File: src/rtl/time_slice_process_scheduler_unit_macros.svh
// ------------------------------------------------------------------
// time_slice_process_scheduler_unit_macros
// assertion macros for the scheduler
// ------------------------------------------------------------------
`ifndef TIME_SLICE_PROCESS_SCHEDULER_UNIT_MACROS_SVH
`define TIME_SLICE_PROCESS_SCHEDULER_UNIT_MACROS_SVH
// implication checked at every clock edge outside reset
`define TSPS_ASSERT_IMPL(label, clk, rst, ante, cons) \
   label: assert property (@(posedge clk) disable iff (rst) (ante) |-> (cons)) \
      else $error("assertion failed");
// implication whose consequent is checked in the cycle after the antecedent
`define TSPS_ASSERT_NEXT(label, clk, rst, ante, cons) \
   label: assert property (@(posedge clk) disable iff (rst) (ante) |=> (cons)) \
      else $error("assertion failed");
`endif

File: src/rtl/tsps_pkg.sv
`timescale 1ns / 1ps
`default_nettype none
// ------------------------------------------------------------------
// tsps_pkg
// shared types and constants of the time-slice scheduler
// ------------------------------------------------------------------
package tsps_pkg;
   localparam int MAX_PROCS_DEF = 16;
   localparam int TICK_W = 64;
   localparam logic [15:0] BUDGET_RESET = 16'd100;

   typedef enum logic [1:0] {
      REQ_SPAWN = 2'd0, REQ_KILL = 2'd1, REQ_PICK = 2'd2, REQ_RETIRE = 2'd3
   } req_code_type;

   typedef enum logic [1:0] {
      ST_READY = 2'd0, ST_RUNNING = 2'd1, ST_BLOCKED = 2'd2, ST_DEAD = 2'd3
   } slot_state_type;

   typedef enum logic [1:0] {
      RSP_OK = 2'd0, RSP_REFUSED = 2'd1, RSP_IDLE = 2'd2, RSP_FFWD = 2'd3
   } rsp_code_type;

   typedef enum logic [3:0] {
      FSM_IDLE, FSM_KILL_RD, FSM_RET_RD, FSM_SCAN, FSM_MIN, FSM_WAKE_RD,
      FSM_WAKE, FSM_RESP
   } fsm_type;
endpackage
`default_nettype wire

File: src/rtl/tsps_if.sv
`timescale 1ns / 1ps
`default_nettype none
// ------------------------------------------------------------------
// tsps_req_if / tsps_rsp_if / tsps_csr_if
// valid-ready channels of the scheduler
// ------------------------------------------------------------------
interface tsps_req_if;
   logic        valid;
   logic        ready;
   logic [1:0]  req_type;
   logic [4:0]  target_pid;
   logic [7:0]  step_cost;
   logic        did_halt;
   logic        did_fault;
   logic        sleep_request;
   logic [31:0] sleep_ticks;
   modport source (output valid, req_type, target_pid, step_cost, did_halt, did_fault,
                   sleep_request, sleep_ticks, input ready);
   modport sink (input valid, req_type, target_pid, step_cost, did_halt, did_fault,
                 sleep_request, sleep_ticks, output ready);
endinterface

interface tsps_rsp_if;
   logic        valid;
   logic        ready;
   logic [1:0]  status;
   logic [4:0]  chosen_pid;
   logic [63:0] tick_now;
   modport source (output valid, status, chosen_pid, tick_now, input ready);
   modport sink (input valid, status, chosen_pid, tick_now, output ready);
endinterface

interface tsps_csr_if;
   logic        valid;
   logic        ready;
   logic [15:0] data;
   modport source (output valid, data, input ready);
   modport sink (input valid, data, output ready);
endinterface
`default_nettype wire

File: src/rtl/time_slice_process_scheduler_unit.sv
`timescale 1ns / 1ps
`default_nettype none
// ------------------------------------------------------------------
// time_slice_process_scheduler_unit
// round-robin time-slice scheduler over a memory of process slots
// ------------------------------------------------------------------
// One transaction in, one transaction out. Spawn needs no memory read; kill and
// retire do one memory read, then the update. Pick walks the slot memory
// one entry per cycle from the current slot until it finds a runnable slot;
// with none, a second walk finds the earliest wake tick and a third readies
// due slots. The single read port of the slot memory sets this pace.
// A finished response waits in an output register; the next request is
// taken once it has been handed off.
`include "time_slice_process_scheduler_unit_macros.svh"
module time_slice_process_scheduler_unit #(
   parameter int MAX_PROCS = tsps_pkg::MAX_PROCS_DEF
) (
   input wire logic   clock,
   input wire logic   reset,
   tsps_req_if.sink   req,
   tsps_rsp_if.source rsp,
   tsps_csr_if.sink   csr
);
   localparam int IW = (MAX_PROCS > 1) ? $clog2(MAX_PROCS) : 1;
   localparam int CW = $clog2(MAX_PROCS + 1);
   localparam int TW = tsps_pkg::TICK_W;

   // slot memory: state and wake tick, one read and one write port
   logic [1:0]    st_mem [MAX_PROCS];
   logic [TW-1:0] wk_mem [MAX_PROCS];
   logic [IW-1:0] rd_addr;
   logic          rd_en;
   logic [1:0]    rd_st_ff;
   logic [TW-1:0] rd_wk_ff;
   logic          wr_en, wr_wk;
   logic [IW-1:0] wr_addr;
   logic [1:0]    wr_st;
   logic [TW-1:0] wr_wk_data;

   always_ff @(posedge clock) begin
      if (rd_en) begin
         rd_st_ff <= st_mem[rd_addr];
         rd_wk_ff <= wk_mem[rd_addr];
      end
      if (wr_en) begin
         st_mem[wr_addr] <= wr_st;
         if (wr_wk) wk_mem[wr_addr] <= wr_wk_data;
      end
   end

   tsps_pkg::fsm_type fsm_ff, fsm_in;
   logic [CW-1:0] count_ff, count_in;
   logic [IW-1:0] cur_ff, cur_in;
   logic [16:0]   used_ff, used_in;
   logic [TW-1:0] tick_ff, tick_in;
   logic [15:0]   budget_ff;
   // request capture
   logic [4:0]    rq_pid_ff;
   logic [7:0]    rq_cost_ff;
   logic          rq_end_ff, rq_sleep_ff;
   logic [31:0]   rq_ticks_ff;
   // walk state
   logic [IW-1:0] idx_ff, idx_in;   // slot being read
   logic [CW-1:0] left_ff, left_in; // reads still to check
   logic          found_ff, found_in;
   logic [TW-1:0] early_ff, early_in;
   // response
   logic          rv_ff, rv_in;
   logic [1:0]    rs_ff, rs_in;
   logic [4:0]    rp_ff, rp_in;

   logic          req_take;
   logic [8:0]    cost;
   logic [16:0]   used_sum;
   logic [IW-1:0] idx_next, slot_wrap;

   assign req.ready = (fsm_ff == tsps_pkg::FSM_IDLE) && !rv_ff;
   assign req_take  = req.valid && req.ready;
   assign csr.ready = 1'b1;
   assign rsp.valid = rv_ff;
   assign rsp.status = rs_ff;
   assign rsp.chosen_pid = rp_ff;
   assign rsp.tick_now = tick_ff;

   assign cost = (rq_cost_ff == 8'd0) ? 9'd1 : {1'b0, rq_cost_ff};
   assign used_sum = used_ff + {8'd0, cost};

   // next slot in the active ring of count_ff entries
   always_comb begin
      if ({1'b0, idx_ff} + 1'b1 >= (IW+1)'(count_ff)) idx_next = '0;
      else idx_next = idx_ff + 1'b1;
      if ({1'b0, cur_ff} + 1'b1 >= (IW+1)'(count_ff)) slot_wrap = '0;
      else slot_wrap = cur_ff + 1'b1;
   end

   always_ff @(posedge clock) begin
      if (reset) begin
         fsm_ff <= tsps_pkg::FSM_IDLE;
         count_ff <= '0;
         cur_ff <= '0;
         used_ff <= '0;
         tick_ff <= '0;
         budget_ff <= tsps_pkg::BUDGET_RESET;
         rv_ff <= 1'b0;
      end else begin
         fsm_ff <= fsm_in;
         count_ff <= count_in;
         cur_ff <= cur_in;
         used_ff <= used_in;
         tick_ff <= tick_in;
         rv_ff <= rv_in;
         if (csr.valid) budget_ff <= csr.data;
      end
   end

   always_ff @(posedge clock) begin
      idx_ff <= idx_in;
      left_ff <= left_in;
      found_ff <= found_in;
      early_ff <= early_in;
      rs_ff <= rs_in;
      rp_ff <= rp_in;
      if (req_take) begin
         rq_pid_ff <= req.target_pid;
         rq_cost_ff <= req.step_cost;
         rq_end_ff <= req.did_halt | req.did_fault;
         rq_sleep_ff <= req.sleep_request;
         rq_ticks_ff <= req.sleep_ticks;
      end
   end

   always_comb begin
      fsm_in = fsm_ff;
      count_in = count_ff; cur_in = cur_ff; used_in = used_ff; tick_in = tick_ff;
      idx_in = idx_ff; left_in = left_ff; found_in = found_ff; early_in = early_ff;
      rv_in = rv_ff; rs_in = rs_ff; rp_in = rp_ff;
      rd_en = 1'b0; rd_addr = idx_ff;
      wr_en = 1'b0; wr_wk = 1'b0; wr_addr = idx_ff; wr_st = tsps_pkg::ST_READY;
      wr_wk_data = '0;
      if (rv_ff && rsp.ready) rv_in = 1'b0;
      case (fsm_ff)
         tsps_pkg::FSM_IDLE: begin
            if (req_take) begin
               case (tsps_pkg::req_code_type'(req.req_type))
                  tsps_pkg::REQ_SPAWN: begin
                     rp_in = '0;
                     rs_in = tsps_pkg::RSP_REFUSED;
                     if (count_ff < CW'(MAX_PROCS)) begin
                        wr_en = 1'b1; wr_wk = 1'b1;
                        wr_addr = count_ff[IW-1:0];
                        count_in = count_ff + 1'b1;
                        rs_in = tsps_pkg::RSP_OK;
                        rp_in = 5'(count_ff + 1'b1);
                     end
                     fsm_in = tsps_pkg::FSM_RESP;
                  end
                  tsps_pkg::REQ_KILL: begin
                     rd_en = 1'b1;
                     rd_addr = IW'(req.target_pid - 5'd1);
                     idx_in = IW'(req.target_pid - 5'd1);
                     fsm_in = tsps_pkg::FSM_KILL_RD;
                  end
                  tsps_pkg::REQ_PICK: begin
                     rs_in = tsps_pkg::RSP_IDLE; rp_in = '0;
                     if (count_ff == '0) begin
                        tick_in = tick_ff + 1'b1;
                        fsm_in = tsps_pkg::FSM_RESP;
                     end else begin
                        rd_en = 1'b1; rd_addr = cur_ff;
                        idx_in = cur_ff; left_in = count_ff;
                        fsm_in = tsps_pkg::FSM_SCAN;
                     end
                  end
                  default: begin
                     rd_en = 1'b1; rd_addr = cur_ff; idx_in = cur_ff;
                     fsm_in = tsps_pkg::FSM_RET_RD;
                  end
               endcase
            end
         end
         tsps_pkg::FSM_KILL_RD: begin
            fsm_in = tsps_pkg::FSM_RESP;
            if (rq_pid_ff == '0 || 32'(rq_pid_ff) > 32'(count_ff)
                || rd_st_ff == tsps_pkg::ST_DEAD) begin
               rs_in = tsps_pkg::RSP_REFUSED; rp_in = '0;
            end else begin
               wr_en = 1'b1; wr_st = tsps_pkg::ST_DEAD;
               rs_in = tsps_pkg::RSP_OK; rp_in = rq_pid_ff;
            end
         end
         tsps_pkg::FSM_RET_RD: begin
            fsm_in = tsps_pkg::FSM_RESP;
            if (count_ff == '0 || rd_st_ff != tsps_pkg::ST_RUNNING) begin
               rs_in = tsps_pkg::RSP_REFUSED; rp_in = '0;
            end else begin
               rs_in = tsps_pkg::RSP_OK; rp_in = 5'({1'b0, cur_ff} + 1'b1);
               wr_en = 1'b1; wr_addr = cur_ff;
               wr_st = tsps_pkg::ST_RUNNING;
               tick_in = tick_ff + {55'd0, cost};
               used_in = used_sum;
               if (rq_sleep_ff) begin
                  wr_st = tsps_pkg::ST_BLOCKED; wr_wk = 1'b1;
                  wr_wk_data = tick_ff + {32'd0, rq_ticks_ff};
               end
               if (rq_end_ff) wr_st = tsps_pkg::ST_DEAD;
               if (rq_end_ff || used_sum >= {1'b0, budget_ff}) begin
                  if (wr_st == tsps_pkg::ST_RUNNING) wr_st = tsps_pkg::ST_READY;
                  cur_in = slot_wrap;
                  used_in = '0;
               end
            end
         end
         tsps_pkg::FSM_SCAN: begin
            // rd data holds slot idx_ff
            if (rd_st_ff == tsps_pkg::ST_READY || rd_st_ff == tsps_pkg::ST_RUNNING) begin
               wr_en = 1'b1; wr_st = tsps_pkg::ST_RUNNING;
               cur_in = idx_ff;
               rs_in = tsps_pkg::RSP_OK; rp_in = 5'({1'b0, idx_ff} + 1'b1);
               fsm_in = tsps_pkg::FSM_RESP;
            end else if (left_ff == CW'(1)) begin
               rd_en = 1'b1; rd_addr = '0; idx_in = '0;
               left_in = count_ff; found_in = 1'b0;
               fsm_in = tsps_pkg::FSM_MIN;
            end else begin
               rd_en = 1'b1; rd_addr = idx_next; idx_in = idx_next;
               left_in = left_ff - 1'b1;
            end
         end
         tsps_pkg::FSM_MIN: begin
            if (rd_st_ff == tsps_pkg::ST_BLOCKED && (!found_ff || rd_wk_ff < early_ff)) begin
               early_in = rd_wk_ff; found_in = 1'b1;
            end
            if (left_ff == CW'(1)) begin
               fsm_in = tsps_pkg::FSM_WAKE_RD;
            end else begin
               rd_en = 1'b1; rd_addr = idx_next; idx_in = idx_next;
               left_in = left_ff - 1'b1;
            end
         end
         tsps_pkg::FSM_WAKE_RD: begin
            if (!found_ff) begin
               tick_in = tick_ff + 1'b1;
               fsm_in = tsps_pkg::FSM_RESP;
            end else begin
               if (early_ff > tick_ff) tick_in = early_ff;
               rs_in = tsps_pkg::RSP_FFWD;
               rd_en = 1'b1; rd_addr = '0; idx_in = '0; left_in = count_ff;
               fsm_in = tsps_pkg::FSM_WAKE;
            end
         end
         tsps_pkg::FSM_WAKE: begin
            if (rd_st_ff == tsps_pkg::ST_BLOCKED && rd_wk_ff <= tick_ff) begin
               wr_en = 1'b1; wr_st = tsps_pkg::ST_READY;
            end
            if (left_ff == CW'(1)) begin
               fsm_in = tsps_pkg::FSM_RESP;
            end else begin
               rd_en = 1'b1; rd_addr = idx_next; idx_in = idx_next;
               left_in = left_ff - 1'b1;
            end
         end
         tsps_pkg::FSM_RESP: begin
            rv_in = 1'b1;
            fsm_in = tsps_pkg::FSM_IDLE;
         end
         default: fsm_in = tsps_pkg::FSM_IDLE;
      endcase
   end

   `TSPS_ASSERT_IMPL(a_ready_only_idle, clock, reset, req.ready, fsm_ff == tsps_pkg::FSM_IDLE)
   `TSPS_ASSERT_IMPL(a_count_range, clock, reset, 1'b1, count_ff <= CW'(MAX_PROCS))
   `TSPS_ASSERT_NEXT(a_take_no_rsp, clock, reset, req_take, !rv_ff)
   `TSPS_ASSERT_IMPL(a_rsp_after_resp, clock, reset, $rose(rv_ff),
                     $past(fsm_ff) == tsps_pkg::FSM_RESP)
endmodule
`default_nettype wire

File: src/flat_wrapper.sv
// flat-port wrapper written by rule: the top's interface ports become plain ports
module time_slice_process_scheduler_unit_flat 
#(
   parameter int MAX_PROCS = tsps_pkg::MAX_PROCS_DEF
)
  (clock, reset, req_valid, req_req_type, req_target_pid, req_step_cost, req_did_halt, req_did_fault, req_sleep_request, req_sleep_ticks, req_ready, rsp_valid, rsp_status, rsp_chosen_pid, rsp_tick_now, rsp_ready, csr_valid, csr_data, csr_ready);
  tsps_req_if req_i ();
  tsps_rsp_if rsp_i ();
  tsps_csr_if csr_i ();
  input wire logic clock;
  input wire logic reset;
  input wire logic [$bits(req_i.valid)-1:0] req_valid;
  input wire logic [$bits(req_i.req_type)-1:0] req_req_type;
  input wire logic [$bits(req_i.target_pid)-1:0] req_target_pid;
  input wire logic [$bits(req_i.step_cost)-1:0] req_step_cost;
  input wire logic [$bits(req_i.did_halt)-1:0] req_did_halt;
  input wire logic [$bits(req_i.did_fault)-1:0] req_did_fault;
  input wire logic [$bits(req_i.sleep_request)-1:0] req_sleep_request;
  input wire logic [$bits(req_i.sleep_ticks)-1:0] req_sleep_ticks;
  output wire logic [$bits(req_i.ready)-1:0] req_ready;
  output wire logic [$bits(rsp_i.valid)-1:0] rsp_valid;
  output wire logic [$bits(rsp_i.status)-1:0] rsp_status;
  output wire logic [$bits(rsp_i.chosen_pid)-1:0] rsp_chosen_pid;
  output wire logic [$bits(rsp_i.tick_now)-1:0] rsp_tick_now;
  input wire logic [$bits(rsp_i.ready)-1:0] rsp_ready;
  input wire logic [$bits(csr_i.valid)-1:0] csr_valid;
  input wire logic [$bits(csr_i.data)-1:0] csr_data;
  output wire logic [$bits(csr_i.ready)-1:0] csr_ready;
  assign req_i.valid = req_valid;
  assign req_i.req_type = req_req_type;
  assign req_i.target_pid = req_target_pid;
  assign req_i.step_cost = req_step_cost;
  assign req_i.did_halt = req_did_halt;
  assign req_i.did_fault = req_did_fault;
  assign req_i.sleep_request = req_sleep_request;
  assign req_i.sleep_ticks = req_sleep_ticks;
  assign req_ready = req_i.ready;
  assign rsp_valid = rsp_i.valid;
  assign rsp_status = rsp_i.status;
  assign rsp_chosen_pid = rsp_i.chosen_pid;
  assign rsp_tick_now = rsp_i.tick_now;
  assign rsp_i.ready = rsp_ready;
  assign csr_i.valid = csr_valid;
  assign csr_i.data = csr_data;
  assign csr_ready = csr_i.ready;
  time_slice_process_scheduler_unit #(.MAX_PROCS(MAX_PROCS)) u_core (.clock(clock), .reset(reset), .req(req_i), .rsp(rsp_i), .csr(csr_i));
endmodule
File: config.mk
export PLATFORM = sky130hd
export DESIGN_NAME = time_slice_process_scheduler_unit_flat
export DESIGN_NICKNAME = d
export VERILOG_FILES = /design/src/rtl/tsps_pkg.sv /design/src/rtl/tsps_if.sv /design/src/rtl/time_slice_process_scheduler_unit.sv /design/src/flat_wrapper.sv
export VERILOG_INCLUDE_DIRS = /design/src /design/src/rtl
export SDC_FILE = /design/constraint.sdc
export NUM_CORES = 2
export LEC_CHECK = 0
export BUFFER_PORTS_ARGS = -buffer_cell sky130_fd_sc_hd__buf_2
export CORE_ASPECT_RATIO = 1.2
export CORE_MARGIN = 3
export CORE_UTILIZATION = 23
export DETAILED_ROUTE_END_ITERATION = 10
export GPL_TIMING_DRIVEN = 0
export SYNTH_ARGS = -nofsm -noshare
export SYNTH_HDL_FRONTEND = slang
export SYNTH_SLANG_ARGS = --single-unit
File: constraint.sdc
create_clock -name clock -period 7.3 [get_ports clock]
set_input_delay 0.365 -clock clock [delete_from_list [all_inputs] [get_ports clock]]
set_output_delay 0.365 -clock clock [all_outputs]
set_load 0.05 [all_outputs]
* Word-level counts from Yosys, hierarchy flattened
Memory sizes are Yosys's and may differ from the RTL's. A register that Yosys moved wholly into a read port is not among the register bits. Cells that the tools add are included.
Word-level totals: logic and storage cells 213, input port bits 71, register bits after elaboration 239, memories kept 2, output and inout bits 74, RAM bits 1056
Memories:
- u_core.wk_mem | depth 16, width 64, read ports 1, clocked after Yosys merged registers in 1, wr ports 1, line time_slice_process_scheduler_unit.sv:30 | logic [TW-1:0] wk_mem [MAX_PROCS];
- u_core.st_mem | depth 16, width 2, read ports 1, clocked after Yosys merged registers in 1, wr ports 1, line time_slice_process_scheduler_unit.sv:29 | logic [1:0] st_mem [MAX_PROCS];
Cells by class: $lt $le $gt $ge 8, eq/ne operators 32, bitwise operators 2, muxes and demuxes 102, $add $sub $neg 11, reduce and logical (&&, ||, !) cells 38
Operators with widths (count):
- 64-bit 2-to-1 mux | 9
- 64-bit case mux with 3 select lines | 1
- 4-bit 2-to-1 mux | 20
- 64-bit by 1-bit adder with 64-bit output, second input constant | 1
- 64-bit by 32-bit adder with 64-bit output | 1
- 64-bit by 9-bit adder with 64-bit output | 1
- 64-bit > comparator | 1
- 64-bit <= comparator | 1
- 64-bit less-than comparator | 1
- 5-bit 2-to-1 mux | 12
- 5-bit case mux with 4 select lines | 2
- 1-bit 2-to-1 mux | 29
- 4-bit case mux with 3 select lines | 2
- 4-bit case mux with 6 select lines | 1
- 2-bit 2-to-1 mux | 11
- 4-bit AND reduction | 5
- 2-bit by 1-bit != test with 1-bit output, second input constant | 9
- 17-bit by 9-bit adder with 17-bit output | 1
- 17-bit by 16-bit greater-or-equal comparator with 1-bit output | 1
- 17-bit 2-to-1 mux | 1
- 4-bit by 3-bit == test with 1-bit output, second input constant | 4
- 4-bit case mux with 2 select lines | 2
- 4-bit case mux with 4 select lines | 1
- 2-bit != test, second input constant | 6
- other kinds (42) | 70

* Depth between registers and ports, before layout
word-level depth 9, mapped depth 23, gate-level depth less buffers 21

* Worst setup path before layout
No wires, ideal clock.
kind reg2reg, start point register u_core.left_ff[0], end point register u_core.rd_wk_ff[60], read port of u_core.wk_mem, data pin, slack 1.318 ns, stages on the path, launching flop included 13, required time 7.030 ns, library setup time 0.270 ns, buffers on the path 3, arrival time 5.712 ns, period minus slack after synthesis 5.982 ns, path through edfxtp_1 -> ha_1 -> nor4b_2 -> o211ai_1 -> o31ai_1 -> a21oi_1 -> a31oi_1 -> a21o_1 -> clkbuf_1 -> clkbuf_1 -> clkbuf_1 -> a211oi_1 -> a21oi_1
Between the ends: elaborated cells on any way between the ends 7, classes of those cells eq/ne: 1; mux: 6
RTL lines:
- start: declaration | line time_slice_process_scheduler_unit.sv:64 | logic [CW-1:0] left_ff, left_in;
- start signal: assignment | line time_slice_process_scheduler_unit.sv:118 | left_ff <= left_in;
- 5-bit by 1-bit == test with 1-bit output | line time_slice_process_scheduler_unit.sv:233, time_slice_process_scheduler_unit.sv:255
- 1-bit 2-to-1 mux | line time_slice_process_scheduler_unit.sv:233, time_slice_process_scheduler_unit.sv:255
- 1-bit case mux with 4 select lines | line time_slice_process_scheduler_unit.sv:141 | case (fsm_ff)
- via u_core.rd_en | line time_slice_process_scheduler_unit.sv:32 | logic rd_en;
- end: declaration | line time_slice_process_scheduler_unit.sv:34 | logic [TW-1:0] rd_wk_ff;
The timed path passes the listed nets, and every way through them passes these cells. A chain may end at the register's enable or synchronous reset.

* Worst setup path in the final report
start point register u_core.rq_cost_ff[3], end point register u_core.cur_ff[2]
Between the ends: cells in the longest elaborated chain, start to end 7
RTL lines:
- start: declaration | line time_slice_process_scheduler_unit.sv:59 | logic [7:0] rq_cost_ff;
- start signal: assignment | line time_slice_process_scheduler_unit.sv:125 | rq_cost_ff <= req.step_cost;
- 8-bit logical NOT | line time_slice_process_scheduler_unit.sv:85 | assign cost = (rq_cost_ff == 8'd0) ? 9'd1 : {1'b0, rq_cost_ff};
- 8-bit 2-to-1 mux (*) | line time_slice_process_scheduler_unit.sv:85
- 17-bit by 9-bit adder with 17-bit output (*) | line time_slice_process_scheduler_unit.sv:86 | assign used_sum = used_ff + {8'd0, cost};
- 17-bit by 16-bit greater-or-equal comparator with 1-bit output (*) | line time_slice_process_scheduler_unit.sv:206 | if (rq_end_ff || used_sum >= {1'b0, budget_ff}) begin
- 1-bit logical OR (*) | line time_slice_process_scheduler_unit.sv:206
- 2-bit by 1-bit != test with 1-bit output (no source line) (*)
- 4-bit AND reduction (no source line) (*)
- end signal: assignment | line time_slice_process_scheduler_unit.sv:108 | cur_ff <= cur_in;
- end: declaration | line time_slice_process_scheduler_unit.sv:53 | logic [IW-1:0] cur_ff, cur_in;
Mark *: on every way between the ends. The rest lies on a longest branch, timed or not.

==> impl.org <==
** Power
- Total power divided by cell area :: 394 nW/um^2
- Internal power :: 16.8 mW
- The clock network burns 24.1% of the power.
- Part of the power in combinational logic :: 42.8%
- The analysis attributes to net switching a power of 13.1 mW.
- Sequential share of power :: 33.0%
- VDD sags by at most 0.000234 V.
- Standby leakage power :: 26.5 nW
- In this run switching power makes up 43.7% of total power.

** Timing
- Crit share post-route :: 85.2%
- Slew margin rel. :: -1.64%
- Derived from the worst setup path, the maximum achievable clock frequency is 161 MHz.
- The worst path in the final design needs a cycle of 6.22 ns, including I/O delays and setup.
- The final hold violation count was 0.
- RSZ-0062 raised after global routing :: no
- Slew at the pin closest to its max-slew limit :: 1.51 ns
- Setup violations remaining at the end of the flow were counted as 0.
- Max Clock Skew :: 0.0621 ns
- Hold Slack :: 0.134 ns
- The final number of max-transition violations was 5.

** Die
- Pin placement for this block handled 145 I/O pins.
- Number of placement rows :: 212
- In this run the horizontal extent of the chip is 489 microns.
- CORE AREA :: 278000 sq um
- In this run the vertical extent of the chip is 586 microns.
- The die covers 286000 sq um.
- Initial core utilization :: 23.1%

** Job
- Max-cap violations in this run came to 2.

** Synth
- The share of synthesized area in the top cell type comes to 58.1%.
- Summed over all instances, the cell type with the most area after synthesis is edfxtp_1.
- Ranked by total cell area, the synthesized netlist is headed by edfxtp_1 (58%), nand2_1 (7.2%), ha_1 (5.3%).
- For this run, the number of Yosys warnings is 0.
- Summing the areas of all and, or, nand and nor instances in the mapped netlist gives 15.3% of the synthesized area.
- In the synthesized netlist, the number of instances is 5712.
- Post-synthesis net count :: 6061
- Share of synthesized area occupied by flip-flops and latches :: 61.7%
- The mapped netlist covers 64400 sq um.
- The synthesized netlist devotes 5.47% of its cell area to adder and majority cells.
- Measured against the total synthesized area, the mux share comes to 0.315%.
- Proportion of register bits with asynchronous set or reset after synthesis :: 0%
- Counting flops with a built-in enable in the synthesized netlist gives 1246.
- For this run, the leading register cell type out of synthesis is edfxtp_1.
- In this run, synthesis produced a sequential element count of 1360.
- Of the total synthesized cell area, the portion taken by XOR and XNOR cells is 1.70%.
- Distinct cells, synth :: 82
- Fraction of the mapped netlist area in compound gates :: 12.3%
- Average cell area after synthesis :: 11.3 sq um
- After synthesis, the largest family of logic cells by area is simple AND/OR/NAND/NOR gates.

** Routing
- After detailed routing, the average wire length per cell comes to 24.4 microns.
- Number of remaining DRC errors :: 0
- Detailed-route wire length :: 240 mm
- Count of TritonRoute iterations in the first routing pass :: 6
- Remaining antenna violation count after routing :: 0
- After the first detailed-routing iteration, the DRC count stood at 4964.
- Detail-routed via count per cell :: 4.98
- The final route contains 49100 vias.

** Setup path
- Largest driver fanout on the critical path :: 10
- Crit path capture type :: flip-flop
- For the worst flop-to-flop path, the logic depth is 22.
- Data required time at the worst endpoint :: 7.97 ns
- Startpoint Class :: flip-flop
- The worst setup path is of the reg2reg kind.
- For the worst setup path, the data arrival time is 6.89 ns.

** Finish
- In the final layout, the share of cells above drive strength 1 is 8.42%.
- Post-route standard cell area excluding fillers :: 75900 sq um
- Fill cells in the final layout number 28600.
- Final net count :: 6459
- Growth of design area from synthesis to finish :: 17.9%

** Clock network
- Count of cells resized by post-cts repair :: 0
- Clock-pin slew was measured on the worst setup and hold paths at 0.07 ns.
- Latest clock arrival within the worst-skew pair :: 0.81 ns
- Count of hold-fix buffers inserted at cts :: 66
- After clock tree synthesis, the setup repair step added 0 buffers.
- TritonCTS buffer count :: 141
- # H-tree levels :: 4
- Root Buffer Master :: clkbuf_16
- CTS sink count :: 1360
- TritonCTS built the clock tree.
- Clock Path Buffers :: 4

** Global route
- Pin count of the biggest net entering global routing :: 50
- The first global-routing pass estimated 340 mm of wire.
- For this run the aggregate overflow at the end of global routing stands at 0.
- Total Routing Usage GR :: 16.1%
- Number of antenna violations at the first check in global routing :: 11
- The number of global-route vias before repair is 48000.

** Outcome
- The flow ran to the end, but the final reports show violations.
- The final reports fail on max-capacitance violations, max-slew violations.

** Place
- Instance area at placement :: 70700 sq um
- Routability-driven placement finished with a final weighted congestion of 1.01.
- During placement, the flow inserted port buffers numbering 142.
- Detailed placement HPWL :: 180 mm

** Hold path
- Hold Path Class :: in2reg
- Worst Hold Path Cells :: 4
-- per-layer routing --
layer | vias to the layer above | track usage [%] | wire (microns)
met5 | - | 0 | 0
met4 | 0 | 10.0 | 16800
met3 | 590 | 2.05 | 16200
met2 | 2251 | 28.0 | 117000
met1 | 24300 | 18.9 | 90400
li1 | 22000 | - | -
-- critical path: stages, from the launching register on --
cell       delay, ns
edfxtp_1        0.44
clkbuf_1        0.33
clkbuf_1        0.39
nor3_1          0.10
a21o_1          0.22
ha_1            0.23
inv_1           0.09
fa_1            0.21
nor2b_1         0.08
a211oi_1        0.36
o21bai_1        0.14
maj3_1          0.37
xor2_1          0.28
ha_1            0.30
and3_1          0.19
a221o_1         0.34
a21oi_1         0.13
o21ai_0         0.25
a2111oi_0       0.46
mux2_2          0.38
o2bb2ai_1       0.37
a211oi_1        0.17
a211oi_1        0.24
-- worst paths after layout --
check / from / to / slack (ns)
max: u_core.rq_cost_ff[3] / u_core.cur_ff[2] / 1.08
min: req_req_type[0] / u_core.fsm_ff[0] / 0.13
max reg2reg: u_core.rq_cost_ff[3] / u_core.cur_ff[2] / 1.08
min reg2reg: u_core.used_ff[4] / u_core.used_ff[4] / 0.46
-- cell type report --
type,instances,area [sq um],area share [%]
flip-flops and latches,1360,39700,52.3
multi-input cells,3828,22800,30.1
well taps,3638,4550,6.00
clock buffers,175,3740,4.93
repair buffers,255,2270,2.99
plain buffers,335,1360,1.79
clock inverters,68,711,0.937
inverters,189,709,0.935
diodes,9,22.5,0.0297
-- sequential cells by signal, indices dropped and copies added, names as in the netlist --
name,cells
u_core.rsp.chosen_pid,5
u_core.rsp.valid,1
u_core.rsp.status,2
u_core.left_ff,5
u_core.rq_ticks_ff,32
u_core.wk_mem,1024
u_core.rq_pid_ff,5
u_core.idx_ff,4
u_core.found_ff,1
u_core.used_ff,17
u_core.rq_sleep_ff,1
u_core.rq_end_ff,1
u_core.cur_ff,4
u_core.fsm_ff,3
u_core.st_mem,32
u_core.budget_ff,16
u_core.early_ff,64
u_core.rd_st_ff,2
u_core.count_ff,5
u_core.rd_wk_ff,64
u_core.rq_cost_ff,8
u_core.rsp.tick_now,64
-- cells in the final DEF (no fill, tap or decap), drive strengths merged, types with 18 or more instances in the layout --
master / Yosys / layout
nor2b: 27 / 27
xnor2: 102 / 102
and3: 299 / 299
buf: 103 / 292
or3: 19 / 19
o21a: 21 / 21
a31oi: 157 / 157
a211oi: 102 / 102
edfxtp: 1246 / 1246
nor2: 250 / 250
nand4: 67 / 67
xor2: 23 / 23
dfxtp: 114 / 114
nand2b: 26 / 26
a21o: 63 / 63
a21oi: 341 / 341
nand3: 93 / 93
o21ai: 179 / 179
inv: 188 / 193
nor4: 38 / 38
a311oi: 135 / 135
nor3: 71 / 71
nand2: 1235 / 1235
o22ai: 30 / 30
clkbuf: 232 / 407
and2: 18 / 18
ha: 275 / 275
o211ai: 22 / 22
a22oi: 23 / 23
clkinv: 1 / 44
dlygate4sd3: 0 / 66
mux2i: 18 / 18
-- cell usage after synthesis, types with 25 or more instances --
library cell	n
a211oi_1	102
a21o_1	63
a21oi_1	341
a311oi_1	135
a31oi_1	157
and3_1	299
buf_1	25
buf_2	77
clkbuf_1	232
dfxtp_1	114
edfxtp_1	1246
ha_1	275
inv_1	187
nand2_1	1235
nand2b_1	26
nand3_1	93
nand4_1	67
nor2_1	250
nor2b_1	27
nor3_1	70
nor4_1	38
o21ai_0	178
o22ai_1	30
xnor2_1	102
-- cells by family after synthesis --
| group | count (synthesis) |
|---|---|
| other | 1 |
| muxes | 20 |
| DFF | 1360 |
| adders and majority gates | 280 |
| xor gates and xnor gates | 125 |
| and+or+nand+nor | 2191 |
| buffers and inverters | 524 |
| AOI/OAI and AO/OA | 1211 |
-- per-stage QoR --
stage / setup slack, ns / cells / power (mW) / utilization, % / setup TNS, ns
after floorplan: 1.32 / 5712 / 17.0 / - / 0
after global placement: -2.99 / 9492 / 22.5 / 25.0 / -2756.45
after detailed placement: 1.19 / 9538 / 22.6 / 25.4 / 0
after CTS: 1.11 / 9847 / 29.9 / 27.3 / 0
after global routing: 0.679 / 9850 / 31.1 / 27.3 / 0
final: 1.08 / 9857 / 29.9 / 27.3 / 0
-- power by group through the flow --
stage	Combinational, mW	Clock, mW	Sequential (mW)
after CTS	12.7	7.32	9.87
after global routing	13.6	7.60	9.90
after detailed placement	12.6	0	10.0
after floorplan	7.07	0	9.88
after global placement	12.3	0	10.1
final	12.8	7.22	9.88
Note: power is estimated with default switching activity, not from simulation.
